**src/rtl/ntpf_pkg.sv**
```systemverilog
// ---------------------------------------------------------------------------
// ntpf_pkg
// Shared types and protocol constants for the NTP/UDP frame classifier.
// ---------------------------------------------------------------------------
package ntpf_pkg;

    localparam logic [15:0] ETH_TYPE_IPV4 = 16'h0800;
    localparam logic [15:0] ETH_TYPE_VLAN = 16'h8100;
    localparam logic [7:0]  PROTO_UDP     = 8'd17;
    localparam logic [15:0] PORT_NTP      = 16'd123;
    localparam logic [3:0]  IP_VERSION4   = 4'd4;
    localparam logic [3:0]  IHL_MIN       = 4'd5;

    // Fixed header offsets (bytes from start of frame)
    localparam logic [7:0]  OFF_ETYPE_HI  = 8'd12;
    localparam logic [7:0]  OFF_ETYPE_LO  = 8'd13;
    localparam logic [7:0]  OFF_INNER_HI  = 8'd16;
    localparam logic [7:0]  OFF_INNER_LO  = 8'd17;
    localparam logic [7:0]  IP_OFF_PLAIN  = 8'd14;
    localparam logic [7:0]  IP_OFF_VLAN   = 8'd18;
    localparam logic [7:0]  BYTE_CNT_MAX  = 8'd255;

    // Byte held in the input register
    typedef struct packed {
        logic       valid;
        logic       last;
        logic [7:0] data;
    } stage_item_t;

    // Per-frame decision from the parser
    typedef struct packed {
        logic valid;
        logic is_match;
    } verdict_t;

endpackage

```
**src/rtl/ntpf_in_stage.sv**
```systemverilog
// ---------------------------------------------------------------------------
// ntpf_in_stage
// Input register: captures one byte request per cycle from the stream while s_ready is high.
// ---------------------------------------------------------------------------
module ntpf_in_stage
(
    input  logic                 clk,
    input  logic                 rst_n,
    input  logic                 s_valid,
    input  logic [7:0]           s_data,
    input  logic                 s_last,
    input  logic                 advance,   // downstream consumes held byte
    output logic                 s_ready,
    output ntpf_pkg::stage_item_t item
);

    logic       valid_reg;
    logic       last_reg;
    logic [7:0] data_reg;

    assign s_ready = !valid_reg || advance;

    // valid bit
    always_ff @(posedge clk or negedge rst_n)
    begin
        if (!rst_n)
        begin
            valid_reg <= 1'b0;
        end
        else if (s_ready)
        begin
            valid_reg <= s_valid;
        end
    end

    // payload
    always_ff @(posedge clk)
    begin
        if (s_ready && s_valid)
        begin
            last_reg <= s_last;
            data_reg <= s_data;
        end
    end

    assign item.valid = valid_reg;
    assign item.last  = last_reg;
    assign item.data  = data_reg;

endmodule

```
**src/rtl/ntpf_hdr_parser.sv**
```systemverilog
// ---------------------------------------------------------------------------
// ntpf_hdr_parser
// Byte position tracking, header field capture and end-of-frame check.
// ---------------------------------------------------------------------------
module ntpf_hdr_parser
(
    input  logic                  clk,
    input  logic                  rst_n,
    input  logic                  enable,   // consume item this cycle
    input  ntpf_pkg::stage_item_t item,
    output ntpf_pkg::verdict_t    verdict
);

    logic [7:0]  byte_count_reg;
    logic [15:0] ether_kind_reg, ether_kind_next;
    logic        vlan_seen_reg, vlan_seen_next;
    logic [7:0]  version_ihl_reg, version_ihl_next;
    logic [7:0]  ip_protocol_reg, ip_protocol_next;
    logic [12:0] fragment_reg, fragment_next;
    logic [15:0] dest_port_reg, dest_port_next;
    logic [7:0]  byte_count_next;

    logic [7:0]  pos;
    logic [7:0]  b;
    logic [7:0]  ip_off;
    logic [7:0]  hdr_len;
    logic [7:0]  port_pos;
    logic [8:0]  frame_len;
    logic        match;

    assign pos = byte_count_reg;
    assign b   = item.data;

    // Field capture at fixed and derived offsets
    always_comb
    begin
        ether_kind_next  = ether_kind_reg;
        vlan_seen_next   = vlan_seen_reg;
        version_ihl_next = version_ihl_reg;
        ip_protocol_next = ip_protocol_reg;
        fragment_next    = fragment_reg;
        dest_port_next   = dest_port_reg;

        if (pos == ntpf_pkg::OFF_ETYPE_HI)
        begin
            ether_kind_next = {b, 8'h00};
        end
        else if (pos == ntpf_pkg::OFF_ETYPE_LO)
        begin
            ether_kind_next = {ether_kind_reg[15:8], b};
            vlan_seen_next  = ({ether_kind_reg[15:8], b} == ntpf_pkg::ETH_TYPE_VLAN);
        end

        ip_off = vlan_seen_next ? ntpf_pkg::IP_OFF_VLAN : ntpf_pkg::IP_OFF_PLAIN;

        // inner ethertype behind a single VLAN tag
        if (vlan_seen_next)
        begin
            if (pos == ntpf_pkg::OFF_INNER_HI)
            begin
                ether_kind_next = {b, 8'h00};
            end
            else if (pos == ntpf_pkg::OFF_INNER_LO)
            begin
                ether_kind_next = {ether_kind_reg[15:8], b};
            end
        end

        if (pos == ip_off)
        begin
            version_ihl_next = b;
        end
        if (pos == ip_off + 8'd6)
        begin
            fragment_next = {b[4:0], 8'h00};
        end
        if (pos == ip_off + 8'd7)
        begin
            fragment_next = fragment_reg | {5'b0, b};
        end
        if (pos == ip_off + 8'd9)
        begin
            ip_protocol_next = b;
        end

        hdr_len  = {2'b00, version_ihl_next[3:0], 2'b00};
        port_pos = ip_off + hdr_len + 8'd2;
        if (pos == port_pos)
        begin
            dest_port_next = {b, 8'h00};
        end
        if (pos == port_pos + 8'd1)
        begin
            dest_port_next = {dest_port_reg[15:8], b};
        end
    end

    assign byte_count_next = (byte_count_reg != ntpf_pkg::BYTE_CNT_MAX) ?
                             byte_count_reg + 8'd1 : byte_count_reg;

    // Frame decision on the last byte
    assign frame_len = {1'b0, pos} + 9'd1;

    assign match = (frame_len >= 9'd14) &&
                   (ether_kind_next == ntpf_pkg::ETH_TYPE_IPV4) &&
                   (frame_len >= {1'b0, ip_off} + 9'd20) &&
                   (version_ihl_next[7:4] == ntpf_pkg::IP_VERSION4) &&
                   (version_ihl_next[3:0] >= ntpf_pkg::IHL_MIN) &&
                   (frame_len >= {1'b0, ip_off} + {1'b0, hdr_len} + 9'd8) &&
                   (ip_protocol_next == ntpf_pkg::PROTO_UDP) &&
                   (fragment_next == 13'd0) &&
                   (dest_port_next == ntpf_pkg::PORT_NTP);

    assign verdict.valid    = enable && item.last;
    assign verdict.is_match = match;

    // Frame state: cleared after every last byte
    always_ff @(posedge clk or negedge rst_n)
    begin
        if (!rst_n)
        begin
            byte_count_reg  <= '0;
            ether_kind_reg  <= '0;
            vlan_seen_reg   <= 1'b0;
            version_ihl_reg <= '0;
            ip_protocol_reg <= '0;
            fragment_reg    <= '0;
            dest_port_reg   <= '0;
        end
        else if (enable)
        begin
            if (item.last)
            begin
                byte_count_reg  <= '0;
                ether_kind_reg  <= '0;
                vlan_seen_reg   <= 1'b0;
                version_ihl_reg <= '0;
                ip_protocol_reg <= '0;
                fragment_reg    <= '0;
                dest_port_reg   <= '0;
            end
            else
            begin
                byte_count_reg  <= byte_count_next;
                ether_kind_reg  <= ether_kind_next;
                vlan_seen_reg   <= vlan_seen_next;
                version_ihl_reg <= version_ihl_next;
                ip_protocol_reg <= ip_protocol_next;
                fragment_reg    <= fragment_next;
                dest_port_reg   <= dest_port_next;
            end
        end
    end

    // A match needs at least Ethernet + minimal IPv4 + UDP headers (42 bytes)
    a_match_min_len: assert property (@(posedge clk) disable iff (!rst_n)
        (verdict.valid && verdict.is_match) |-> (pos >= 8'd41))
        else $error("match reported on a frame shorter than 42 bytes");

    // Position restarts after a last byte
    a_count_restart: assert property (@(posedge clk) disable iff (!rst_n)
        (enable && item.last) |=> (byte_count_reg == 8'd0))
        else $error("byte counter not cleared after end of frame");

endmodule

```
**src/rtl/ntp_udp_frame_classifier.sv**
```systemverilog
// ---------------------------------------------------------------------------
// ntp_udp_frame_classifier
// Flags Ethernet frames carrying IPv4 UDP with fragment offset zero to port 123.
// ---------------------------------------------------------------------------
// Usage:
//   Frame bytes enter on the s_axis channel, one byte per request in wire
//   order, with s_axis_tlast on the final byte. For each frame one result
//   request leaves on m_axis: m_axis_tdata[0] is 1 when the frame is IPv4
//   (optionally behind one VLAN tag), version 4, IHL >= 5, UDP, fragment
//   offset zero, destination port 123, and long enough for all headers.
//   Bytes other than the last one produce no output.
//   Throughput: one byte per cycle while s_axis_tready is high; the parser
//   updates its header state for each byte it consumes.
//   After the last byte is accepted it sits in the input register; the
//   parser's combinational verdict is then loaded into the result
//   register, which drives m_axis_tvalid.
//   Reset: rst_n clears the byte counter, captured header fields and both
//   valid bits; the next byte is taken as the start of a frame.
//   Stall: while a result waits on m_axis, non-final bytes keep flowing;
//   a following last byte is held in the input register, with
//   s_axis_tready low, until the result is taken.
// ---------------------------------------------------------------------------
module ntp_udp_frame_classifier
(
    input  logic       clk,
    input  logic       rst_n,
    input  logic       s_axis_tvalid,
    output logic       s_axis_tready,
    input  logic [7:0] s_axis_tdata,   // [7:0] data_byte
    input  logic       s_axis_tlast,   // last_byte
    output logic       m_axis_tvalid,
    input  logic       m_axis_tready,
    output logic [7:0] m_axis_tdata    // [0] is_match, [7:1] zero
);

    ntpf_pkg::stage_item_t item;
    ntpf_pkg::verdict_t    verdict;
    logic                  advance;
    logic                  out_valid_reg;
    logic                  out_match_reg;
    logic                  out_free;

    assign out_free = !out_valid_reg || m_axis_tready;
    // Only a last byte needs room in the result register
    assign advance  = !item.last || out_free;

    ntpf_in_stage u_in_stage
    (
        .clk     (clk),
        .rst_n   (rst_n),
        .s_valid (s_axis_tvalid),
        .s_data  (s_axis_tdata),
        .s_last  (s_axis_tlast),
        .advance (advance),
        .s_ready (s_axis_tready),
        .item    (item)
    );

    ntpf_hdr_parser u_hdr_parser
    (
        .clk     (clk),
        .rst_n   (rst_n),
        .enable  (item.valid && advance),
        .item    (item),
        .verdict (verdict)
    );

    // Result register
    always_ff @(posedge clk or negedge rst_n)
    begin
        if (!rst_n)
        begin
            out_valid_reg <= 1'b0;
        end
        else if (out_free)
        begin
            out_valid_reg <= verdict.valid;
        end
    end

    always_ff @(posedge clk)
    begin
        if (out_free && verdict.valid)
        begin
            out_match_reg <= verdict.is_match;
        end
    end

    assign m_axis_tvalid = out_valid_reg;
    assign m_axis_tdata  = {7'b0, out_match_reg};

    // Backpressure comes only from a full result register
    a_ready_when_empty: assert property (@(posedge clk) disable iff (!rst_n)
        !out_valid_reg |-> s_axis_tready)
        else $error("input stalled with empty result register");

    // A held last byte is not dropped while the result is stalled
    a_last_held: assert property (@(posedge clk) disable iff (!rst_n)
        (item.valid && item.last && out_valid_reg && !m_axis_tready) |=> item.valid)
        else $error("last byte lost during output stall");

    // Output only ever refills from a parsed last byte
    a_no_spurious: assert property (@(posedge clk) disable iff (!rst_n)
        (m_axis_tready && !verdict.valid) |=> !out_valid_reg)
        else $error("result appeared without a last byte");

endmodule
```
**config.mk**
```make
export PLATFORM = sky130hd
export DESIGN_NAME = ntp_udp_frame_classifier
export DESIGN_NICKNAME = d
export VERILOG_FILES = /design/src/rtl/ntpf_pkg.sv /design/src/rtl/ntpf_in_stage.sv /design/src/rtl/ntpf_hdr_parser.sv /design/src/rtl/ntp_udp_frame_classifier.sv
export SDC_FILE = /design/constraint.sdc
export NUM_CORES = 1
export LEC_CHECK = 0
export ABC_AREA = 1
export BUFFER_PORTS_ARGS = -buffer_cell sky130_fd_sc_hd__clkbuf_2
export CAP_MARGIN = 20
export CORE_MARGIN = 10
export CORE_UTILIZATION = 45
export CTS_BUF_LIST = sky130_fd_sc_hd__clkbuf_8
export CTS_CLUSTER_DIAMETER = 150
export DETAILED_ROUTE_END_ITERATION = 8
export HOLD_SLACK_MARGIN = 0.15
export SYNTH_ARGS = -nofsm -noshare
export SYNTH_HDL_FRONTEND = slang
export SYNTH_HIERARCHICAL = 1
export SYNTH_SLANG_ARGS = --single-unit
```
**constraint.sdc**
```tcl
create_clock -name clk -period 4.9 [get_ports clk]
set_input_delay 0.98 -clock clk [delete_from_list [all_inputs] [get_ports clk]]
set_output_delay 0.98 -clock clk [all_outputs]
set_load 0.02 [all_outputs]
```
==> results by group, run 1 <==
Global route
  • Vias in the first global route: 4669
  • Pin count of the biggest net entering global routing: 73
  • First-pass GRT wire length: 23.81 mm
  • Initial antenna violation count: 0
  • Gr ovfl total: 0
  • Overall Global Routing Usage: 16.68%

Clock network
  • CTS tree: done
  • Clk_lat worst skew: 380 ps
  • Clk sinks: 82
  • Clock-pin slew on the worst setup and hold paths: 90 ps
  • Clock root cell: clkbuf_8
  • CTS Hold Bufs: 0
  • H-tree depth: 3
  • CTS Buf Count: 9
  • Clock buffer depth: 2

Placement
  • RD Place Congestion: 0.8489
  • DPL Wire Length: 10.10 mm
  • Post-DP Area: 5705 sq um
  • PortBufs: 15

Status
  • Status: completed

Timing
  • Slew margin rel.: 31.82%
  • Clock skew: 8.058 ps
  • Max-slew violations: 0
  • Final setup viols: 0
  • Final Hold Fails: 0
  • Tcrit/Tclk final: 92.02%
  • Final min period: 4509 ps
  • Fmax: 221.8 MHz
  • Worst slew pin tran: 1019 ps

Layout
  • Fillers: 1214
  • Share of cells above drive strength 1: 11.72%
  • Commonest non-fill, non-tap cell in the layout: nand2_1
  • Design Area, Final: 6050 sq um
  • Final Util: 50.16%
  • Most frequent cells in the layout: nand2_1 (246), inv_1 (81), dfrtp_1 (71), nor2_1 (71), o21ai_0 (47)
  • Area grow syn2layout: 8.847%
  • Antenna cells: 0
  • Final nets: 814

Route
  • DR pass1 iterations: 5
  • Via/cell ratio: 5.312
  • Initial DRC Count: 376
  • Vias: 5062
  • Final WL: 14.59 mm
  • ANT nets after route: 0
  • Drt wl/cell: 15.31 um
  • DRC: 0

Worst setup path
  • WP data required: 5140 ps
  • Nature of the critical path endpoint: flop
  • Critical R2R Capture: out_match_reg
  • Slowest cell on the critical path: dfrtp_2
  • CP arrival: 4750 ps
  • Critical path launch point type: flop
  • Worst r2r path cells: 29
  • Critical path's largest stage delay: 450 ps
  • Most frequent cell on the critical path: nand2_1
  • Critical path fanouts, max: 15
  • R2R Path Start: u_hdr_parser/byte_count_reg[0]
  • Worst setup path class: flop to flop
  • Worst reg2reg setup slack: 390 ps

Die
  • Core footprint: 12060 sq um
  • Die Ht: 131.1 um
  • Row count: 40
  • Die Width: 131.1 um
  • Die footprint: 17200 sq um
  • Initial Util: 46.08%
  • IO Count: 23

Synthesis
  • Number of flops mapped to enable cells by yosys: 10
  • Async S/R FF share, synth: 87.80%
  • Area leader, netlist: dfrtp_1
  • Avg Inst Size Synth: 7.265 sq um
  • Mapped Cells: 765
  • Sequential element share of the synthesized area: 37.82%
  • Synthesized area: 5558 sq um
  • Largest cells by area after synthesis: dfrtp_1 (32%), nand2_1 (17%), inv_1 (5.6%)
  • Top_reg_cell synth: dfrtp_1
  • Ys Warns: 6
  • Yosys top cell area share: 32.42%
  • Distinct cells, synth: 40
  • Yosys reg bits: 82

Power
  • Maximum VDD drop: 228.4 uV
  • Net Switching: 0.0004013 W
  • Sequential share of power: 49.7%
  • Pwr dens: 235.9 nW/um^2
  • Leakage power total: 2.998 nW
  • Internal power: 0.001026 W
  • Clock Power Share: 39.9%
  • Logic pwr share: 10.5%
  • Sw Share: 28.12%

Hold path
  • Hold path start: u_hdr_parser/dest_port_reg[4]
  • Hold depth: 2
  • Min-Delay Path Class: flop to flop
  • WHS Endpoint: u_hdr_parser/dest_port_reg[4]

Job
  • Max-cap viol count: 0
## power groups by stage
| stage | Clock (W) | Sequential [W] | Combinational (W) |
|---|---|---|---|
| 6_report | 0.000569 | 0.000709 | 0.000149 |
| 5_1_grt | 0.000617 | 0.000711 | 0.000164 |
| 4_1_cts | 0.000583 | 0.000707 | 0.000143 |
| 3_5_place_dp | 0 | 0.000721 | 0.000142 |
| 3_3_place_gp | 0 | 0.000721 | 0.000143 |
| 2_1_floorplan | 0 | 0.000720 | 0.0000931 |
## metrics by stage
| step | instances | power (W) | setup slack (ps) | hold WS [ps] | setup TNS, ps |
|---|---|---|---|---|---|
| CTS | 945 | 0.001434 | 57.70 | 495.4 | 0 |
| floorplan | 771 | 0.0008136 | 613.0 | 453.4 | 0 |
| global placement | 929 | 0.0008636 | 257.3 | 470.1 | 0 |
| detailed placement | 929 | 0.0008634 | -6.011 | 474.0 | -6.011 |
| finish | 953 | 0.001427 | 390.9 | 493.5 | 0 |
| global route | 953 | 0.001492 | -20.19 | 518.0 | -20.19 |
## routing by layer
metal | GRT usage [%] | up-vias | wire (um)
li1 | - | 2495 | -
met1 | 22.86 | 2385 | 6826
met2 | 25.36 | 157 | 6539
met3 | 3.544 | 25 | 889
met4 | 5.750 | 0 | 334
met5 | 0 | - | 0
## worst max-delay path: cells and delay by family (launching register included)
| family | cells | cell delay, ps |
|---|---|---|
| and+or+nand+nor | 18 | 1900 |
| AOI/OAI and AO/OA | 4 | 520 |
| buffers and inverters | 3 | 450 |
| adders and majority gates | 4 | 1030 |
| DFF | 1 | 450 |
## layout make-up
class | instances | area, sq um | share of cell area [%]
multi-input combinational | 560 | 2935 | 48.52
timing repair buffer | 35 | 227.7 | 3.764
clock buffer | 9 | 123.9 | 2.048
sequential | 82 | 2103 | 34.77
tap | 168 | 210.2 | 3.475
clock inverter | 7 | 101.3 | 1.675
inverter | 92 | 347.8 | 5.750
## worst max path at each step
stage / start / to / depth (start not counted)
floorplan: u_hdr_parser/byte_count_reg[1] / out_match_reg / 32
global placement: u_hdr_parser/byte_count_reg[1] / out_match_reg / 30
detailed placement: u_hdr_parser/byte_count_reg[1] / out_match_reg / 30
CTS: u_hdr_parser/byte_count_reg[1] / out_match_reg / 30
global route: u_hdr_parser/byte_count_reg[1] / out_match_reg / 33
finish: u_hdr_parser/byte_count_reg[0] / out_match_reg / 29
## cells by family (layout without fill, tap and decap cells)
kind of cell	count (synthesis)	after routing	share of synthesized area, %
compound gates	120	120	12.92
xor+xnor	5	5	0.7881
fa+ha+maj	21	21	4.863
buf+inv	129	143	10.81
flops	82	82	37.82
other cells	1	7	0.06747
simple gates	407	407	32.73
## synthesized netlist by cell type (all sizes together), types with 3 or more instances
library cell and number:
buf 25, inv 89, xnor2 3, o22ai 34, o21ai 58, nand2 258, nor2 79, a22o 16
clkbuf 12, clkinv 3, ha 20, nor3 3, edfxtp 10, dfrtp 72, a21oi 7, nand4 14
nand3 51
## timing repair
item	in CTS	in global routing
pin swaps	0	7
setup endpoints to repair	1	1
gates resized for setup	3	12
setup buffers	0	8
(Power assumes the default switching activity.)
==> inputs of run 2 (changes only) <==
Settings changed: PLACE_DENSITY from default to 0.67.
==> run 2 against run 1 <==
Combinational power is 7% higher; power shrank 7.4%; non-clock buffer count increased by 4; sequential power hardly changed.
==> results by group, run 2 (synthesis results as in run 1) <==
Status
  • Status: completed

Global route
  • Overall Global Routing Usage: 17.04%
  • Gr ovfl total: 0
  • First-pass GRT wire length: 24.50 mm
  • Initial antenna violation count: 0
  • Pin count of the biggest net entering global routing: 73
  • Vias in the first global route: 4907

Layout
  • Antenna cells: 0
  • Area grow syn2layout: 8.892%
  • Fillers: 1193
  • Share of cells above drive strength 1: 12.03%
  • Commonest non-fill, non-tap cell in the layout: nand2_1
  • FF/Latch Area: 2103 sq um
  • Multi-input gate area: 2959 sq um
  • Final nets: 819
  • Most frequent cells in the layout: nand2_1 (246), inv_1 (82), dfrtp_1 (71), nor2_1 (71), nand3_1 (46)
  • Non-filler cells, final: 958
  • Design Area, Final: 6052 sq um

Die
  • Initial Util: 46.08%
  • Die footprint: 17200 sq um
  • IO Count: 23
  • Row count: 40
  • Die Width: 131.1 um
  • Die Ht: 131.1 um
  • Core footprint: 12060 sq um

Power
  • Maximum VDD drop: 186.6 uV
  • Pwr dens: 218.4 nW/um^2
  • Leakage power total: 2.998 nW

Hold path
  • Min-Delay Path Class: flop to flop
  • Hold depth: 2

Timing
  • Final setup viols: 0
  • Clock skew: 12.89 ps
  • Worst slew pin tran: 960.3 ps
  • Slew margin rel.: 35.75%
  • Fin worst setup slack: 459.9 ps
  • Fmax: 225.2 MHz
  • Tcrit/Tclk final: 90.61%
  • Final Hold Fails: 0
  • Max-slew violations: 0
  • Final min period: 4440 ps

Worst setup path
  • Critical path fanouts, max: 9
  • Most frequent cell on the critical path: nand2_1
  • Critical path's largest stage delay: 460 ps
  • WP data required: 5130 ps
  • CP arrival: 4670 ps
  • Slowest cell on the critical path: dfrtp_2
  • Critical path launch point type: flop
  • Worst r2r path cells: 30
  • Nature of the critical path endpoint: flop
  • Worst setup path class: flop to flop

Clock network
  • Clock-pin slew on the worst setup and hold paths: 90 ps
  • Clock root cell: clkbuf_8
  • CTS tree: done
  • H-tree depth: 3
  • Clk sinks: 82
  • Clock buffer depth: 2
  • Clk_lat worst skew: 370 ps
  • CTS Buf Count: 9

Route
  • Drt wl/cell: 15.25 um
  • DR pass1 iterations: 5
  • Via/cell ratio: 5.332
  • Vias: 5108
  • Final WL: 14.61 mm
  • Initial DRC Count: 476
  • ANT nets after route: 0
  • DRC: 0

Placement
  • PortBufs: 15
  • Placed Cells: 929
  • RD Place Congestion: 0.8766
  • Post-DP Area: 5705 sq um
  • DPL Wire Length: 10.18 mm
  • Pre-CTS setup slack: -32.50 ps

Job
  • Max-cap viol count: 0
==> run 2: cell types whose count changed in the layout (fill, tap and decap cells not counted), sizes merged <==
cell    change
buf         +4
bufinv      -2
clkinv      +2
nand2       +1
==> run 2: metal layers <==
| layer | wire length [um] | track usage (%) | share of wire (%) |
|---|---|---|---|
| met5 | 0 | 0 | 0 |
| met2 | 6786 | 26.65 | 46 |
| met3 | 891 | 3.354 | 6.1 |
| met1 | 6580 | 22.87 | 45 |
| met4 | 347 | 5.938 | 2.4 |
==> run 2: path summary, 6_finish.rpt <==
check / slack, ps / endpoint / startpoint
max reg2reg: 460 / out_match_reg / u_hdr_parser/byte_count_reg[0]
min: 490 / u_hdr_parser/ether_kind_reg[5] / u_hdr_parser/ether_kind_reg[5]
max in group asynchronous: 3530 / u_hdr_parser/byte_count_reg[0] / rst_n
min reg2reg: 490 / u_hdr_parser/ether_kind_reg[5] / u_hdr_parser/ether_kind_reg[5]
max: 460 / out_match_reg / u_hdr_parser/byte_count_reg[0]
min in group asynchronous: 750 / u_hdr_parser/ether_kind_reg[2] / rst_n
==> run 2: area by class of cell <==
type	count	share of cell area, %
clock inverter	7	0.7649
clock buffer	9	2.047
tap	168	3.473
timing repair buffer	39	4.321
multi-input combinational	561	48.89
sequential	82	34.75
inverter	92	5.747
==> run 2: worst max-delay path, delay by kind of cell (launching register included) <==
family                   cells  cell delay, ps
AO/OA/AOI/OAI                3             340
adder cells (fa/ha/maj)      4            1000
buffers and inverters        3             450
flip-flops                   1             460
AND/OR/NAND/NOR             20            2080
==> run 2: timing repair <==
action	CTS	global route
setup endpoints to repair	1	16
hold buffers	0	0
pin swaps	0	8
gates resized for setup	2	18
gates cloned	0	1
buffers inserted	0	12
==> run 2: report_power, final <==
group          switching, W  leakage (nW)  internal [W]  total [W]
Combinational      0.000117          1.81     0.0000420   0.000159
Clock              0.000272        0.0884      0.000183   0.000455
Sequential       0.00000990          1.10      0.000698   0.000708
==> run 2: stage by stage <==
stage / hold slack [ps] / setup TNS (ps) / utilization, % / power, W
2_1_floorplan: 453.4 / 0 / - / 0.0008136
3_3_place_gp: 467.9 / 0 / 47.30 / 0.0008610
3_5_place_dp: 479.2 / -32.50 / 47.30 / 0.0008637
4_1_cts: 498.6 / 0 / 48.77 / 0.001316
5_1_grt: 515.1 / -22.66 / 50.18 / 0.001383
6_report: 491.5 / 0 / 50.18 / 0.001322
==> inputs of run 3 (changes only) <==
Settings changed: CELL_PAD_IN_SITES_DETAIL_PLACEMENT from default to 1, CELL_PAD_IN_SITES_GLOBAL_PLACEMENT from default to 1, CORE_MARGIN 10 to 2, PLACE_DENSITY 0.67 to 0.85, SYNTH_HIERARCHICAL 1 to default.
==> run 3 against run 2 <==
Cell area rose by 0.27%; sequential power barely moved; via count rose by 8.7%; die area fell by 24%; area after synthesis fell by 1.7%; largest power group unchanged.
==> results by group, run 3 <==
Clock network
  • Clk sinks: 82
  • Clock buffer depth: 2
  • CTS tree: done
  • Clock-pin slew on the worst setup and hold paths: 100 ps
  • Clk_lat worst skew: 380 ps
  • Clock root cell: clkbuf_8
  • H-tree depth: 3
  • CTS Buf Count: 9

Timing
  • Final min period: 4814 ps
  • Final Hold Fails: 0
  • Clock skew: 9.567 ps
  • Slew margin rel.: 31.25%
  • Max-slew violations: 0
  • Final setup viols: 0
  • Final setup TNS: 0 ps
  • Fmax: 207.7 MHz
  • Tcrit/Tclk final: 98.24%
  • Worst slew pin tran: 1030 ps

Route
  • Routed met3 length: 1.033 mm
  • Initial DRC Count: 418
  • Met1 WL: 7.763 mm
  • DR pass1 iterations: 5
  • ANT nets after route: 0
  • DRC: 0
  • Via/cell ratio: 5.893
  • Vias: 5551
  • Drt wl/cell: 19.76 um
  • Met2 WL: 9.325 mm
  • DR top layer: met4
  • Final WL: 18.61 mm

Die
  • Core footprint: 11910 sq um
  • Row count: 40
  • Die footprint: 13030 sq um
  • Die Width: 114.2 um
  • Die Ht: 114.2 um
  • IO Count: 23
  • Initial Util: 45.85%

Layout
  • Share of cells above drive strength 1: 13.46%
  • Area grow syn2layout: 11.11%
  • Non-filler cells, final: 942
  • Most frequent cells in the layout: nand2_1 (238), inv_1 (84), dfrtp_1 (71)
  • Final nets: 823
  • Antenna cells: 0
  • Commonest non-fill, non-tap cell in the layout: nand2_1
  • Fillers: 1560

Global route
  • Initial antenna violation count: 0
  • Vias in the first global route: 5627
  • Overall Global Routing Usage: 28.55%
  • First-pass GRT wire length: 29.01 mm
  • Gr ovfl total: 0
  • Pin count of the biggest net entering global routing: 73

Worst setup path
  • Worst path buffer plus inverter count: 5
  • Slowest cell on the critical path: dfrtp_1
  • CP arrival: 5070 ps
  • Critical path depth: 33
  • Worst setup path class: flop to flop
  • Worst r2r path cells: 33
  • Critical path launch point type: flop
  • Most frequent cell on the critical path: nand2_1
  • Critical path's largest stage delay: 440 ps
  • Critical path fanouts, max: 9
  • Nature of the critical path endpoint: flop
  • Top delay family on crit path: simple AND/OR/NAND/NOR gates
  • WP data required: 5150 ps

Placement
  • PortBufs: 15
  • Placed Cells: 914
  • DPL Wire Length: 12.51 mm
  • RD Place Congestion: 0.9043

Synthesis
  • Area leader, netlist: dfrtp_1
  • Mapped Cells: 764
  • Largest cells by area after synthesis: dfrtp_1 (33%), nand2_1 (17%), nand3_1 (6.2%)
  • Sequential element share of the synthesized area: 38.49%
  • Top_reg_cell synth: dfrtp_1
  • Yosys top cell area share: 32.99%
  • Distinct cells, synth: 37
  • Avg Inst Size Synth: 7.149 sq um
  • Top cells by count, synth: nand2_1 (241), inv_1 (86), dfrtp_1 (72)
  • Synthesized area: 5461 sq um
  • Top-count cell post-synth: nand2_1
  • Async S/R FF share, synth: 87.80%
  • Ys Warns: 0
  • Yosys reg bits: 82
  • Number of flops mapped to enable cells by yosys: 10

Hold path
  • Min-Delay Path Class: flop to flop
  • Hold depth: 2

Job
  • Max-cap viol count: 0

Power
  • Leakage power total: 3.169 nW
  • Maximum VDD drop: 190.7 uV
  • Pwr dens: 234.2 nW/um^2

Status
  • Status: completed
## run 3: cell count changes after synthesis, moves of 4 or more
cell and delta:
nand3_1 +22, nor2_1 -10, nand2_1 -7, o21ai_1 -7
nand2_2 +6, inv_2 -5, o21ai_2 +5, buf_4 -4
## run 3: worst paths after layout
| check | startpoint | slack, ps | endpoint |
|---|---|---|---|
| max | u_hdr_parser.byte_count_reg[1] | 90 | out_match_reg |
| min | u_hdr_parser.dest_port_reg[1] | 500 | u_hdr_parser.dest_port_reg[1] |
| max reg2reg | u_hdr_parser.byte_count_reg[1] | 90 | out_match_reg |
| min reg2reg | u_hdr_parser.dest_port_reg[1] | 500 | u_hdr_parser.dest_port_reg[1] |
| max in group asynchronous | rst_n | 3440 | u_hdr_parser.byte_count_reg[0] |
| min in group asynchronous | rst_n | 690 | u_hdr_parser.ether_kind_reg[3] |
## run 3: logic make-up (layout without fill, tap and decap cells)
kind of cell             count (synthesis)  count (layout)  synth area share [%]
AO/OA/AOI/OAI                          115             115                 12.83
XOR/XNOR                                 6               6                0.9622
adder cells (fa/ha/maj)                 20              20                 4.582
buffers and inverters                  125             150                 10.26
flip-flops                              82              82                 38.49
other                                    1               7               0.06866
AND/OR/NAND/NOR                        415             415                 32.81
## run 3: repair_timing
item	4_1_cts	5_1_grt
buffers inserted	1	10
hold buffers	0	0
gates resized for setup	5	21
pin swaps	1	9
endpoints found under the setup margin	1	10
## run 3: layer usage
layer	track usage [%]	vias up
li1	-	2545
met2	48.97	210
met5	0	-
met1	36.64	2747
met4	10.49	0
met3	4.235	49
## run 3: stage by stage
stage	power [W]	cell area [sq um]	hold slack (ps)	worst slack, ps	util [%]
final	0.001421	6068	496.4	86.43	50.95
after global routing	0.001456	6068	510.1	-232.8	50.95
after floorplan	0.0008208	5484	447.9	610.7	-
after CTS	0.001394	5879	489.0	8.827	49.36
after global placement	0.0008793	5662	465.4	138.5	47.53
after detailed placement	0.0008867	5662	468.1	-188.8	47.53
## run 3: final cells by class
class,instances,area (sq um),area share [%]
repair buffers,47,345.3,5.691
multi-input cells,563,2917,48.06
clock inverters,7,68.82,1.134
well taps,147,183.9,3.031
inverters,87,326.6,5.381
clock buffers,9,123.9,2.041
flip-flops and latches,82,2103,34.66
## run 3: report_power, final
| part | leakage [nW] | internal [W] | total [W] | switching, W |
|---|---|---|---|---|
| Sequential | 1.10 | 0.000699 | 0.000710 | 0.0000110 |
| Combinational | 1.97 | 0.0000477 | 0.000196 | 0.000148 |
| Clock | 0.101 | 0.000235 | 0.000515 | 0.000281 |
| Total | 3.17 | 0.000982 | 0.00142 | 0.000439 |
## run 3: worst min-delay path, stage by stage, from the launching register on
cell and delay, ps:
dfrtp_1 350, nand2_1 60, o21ai_0 60
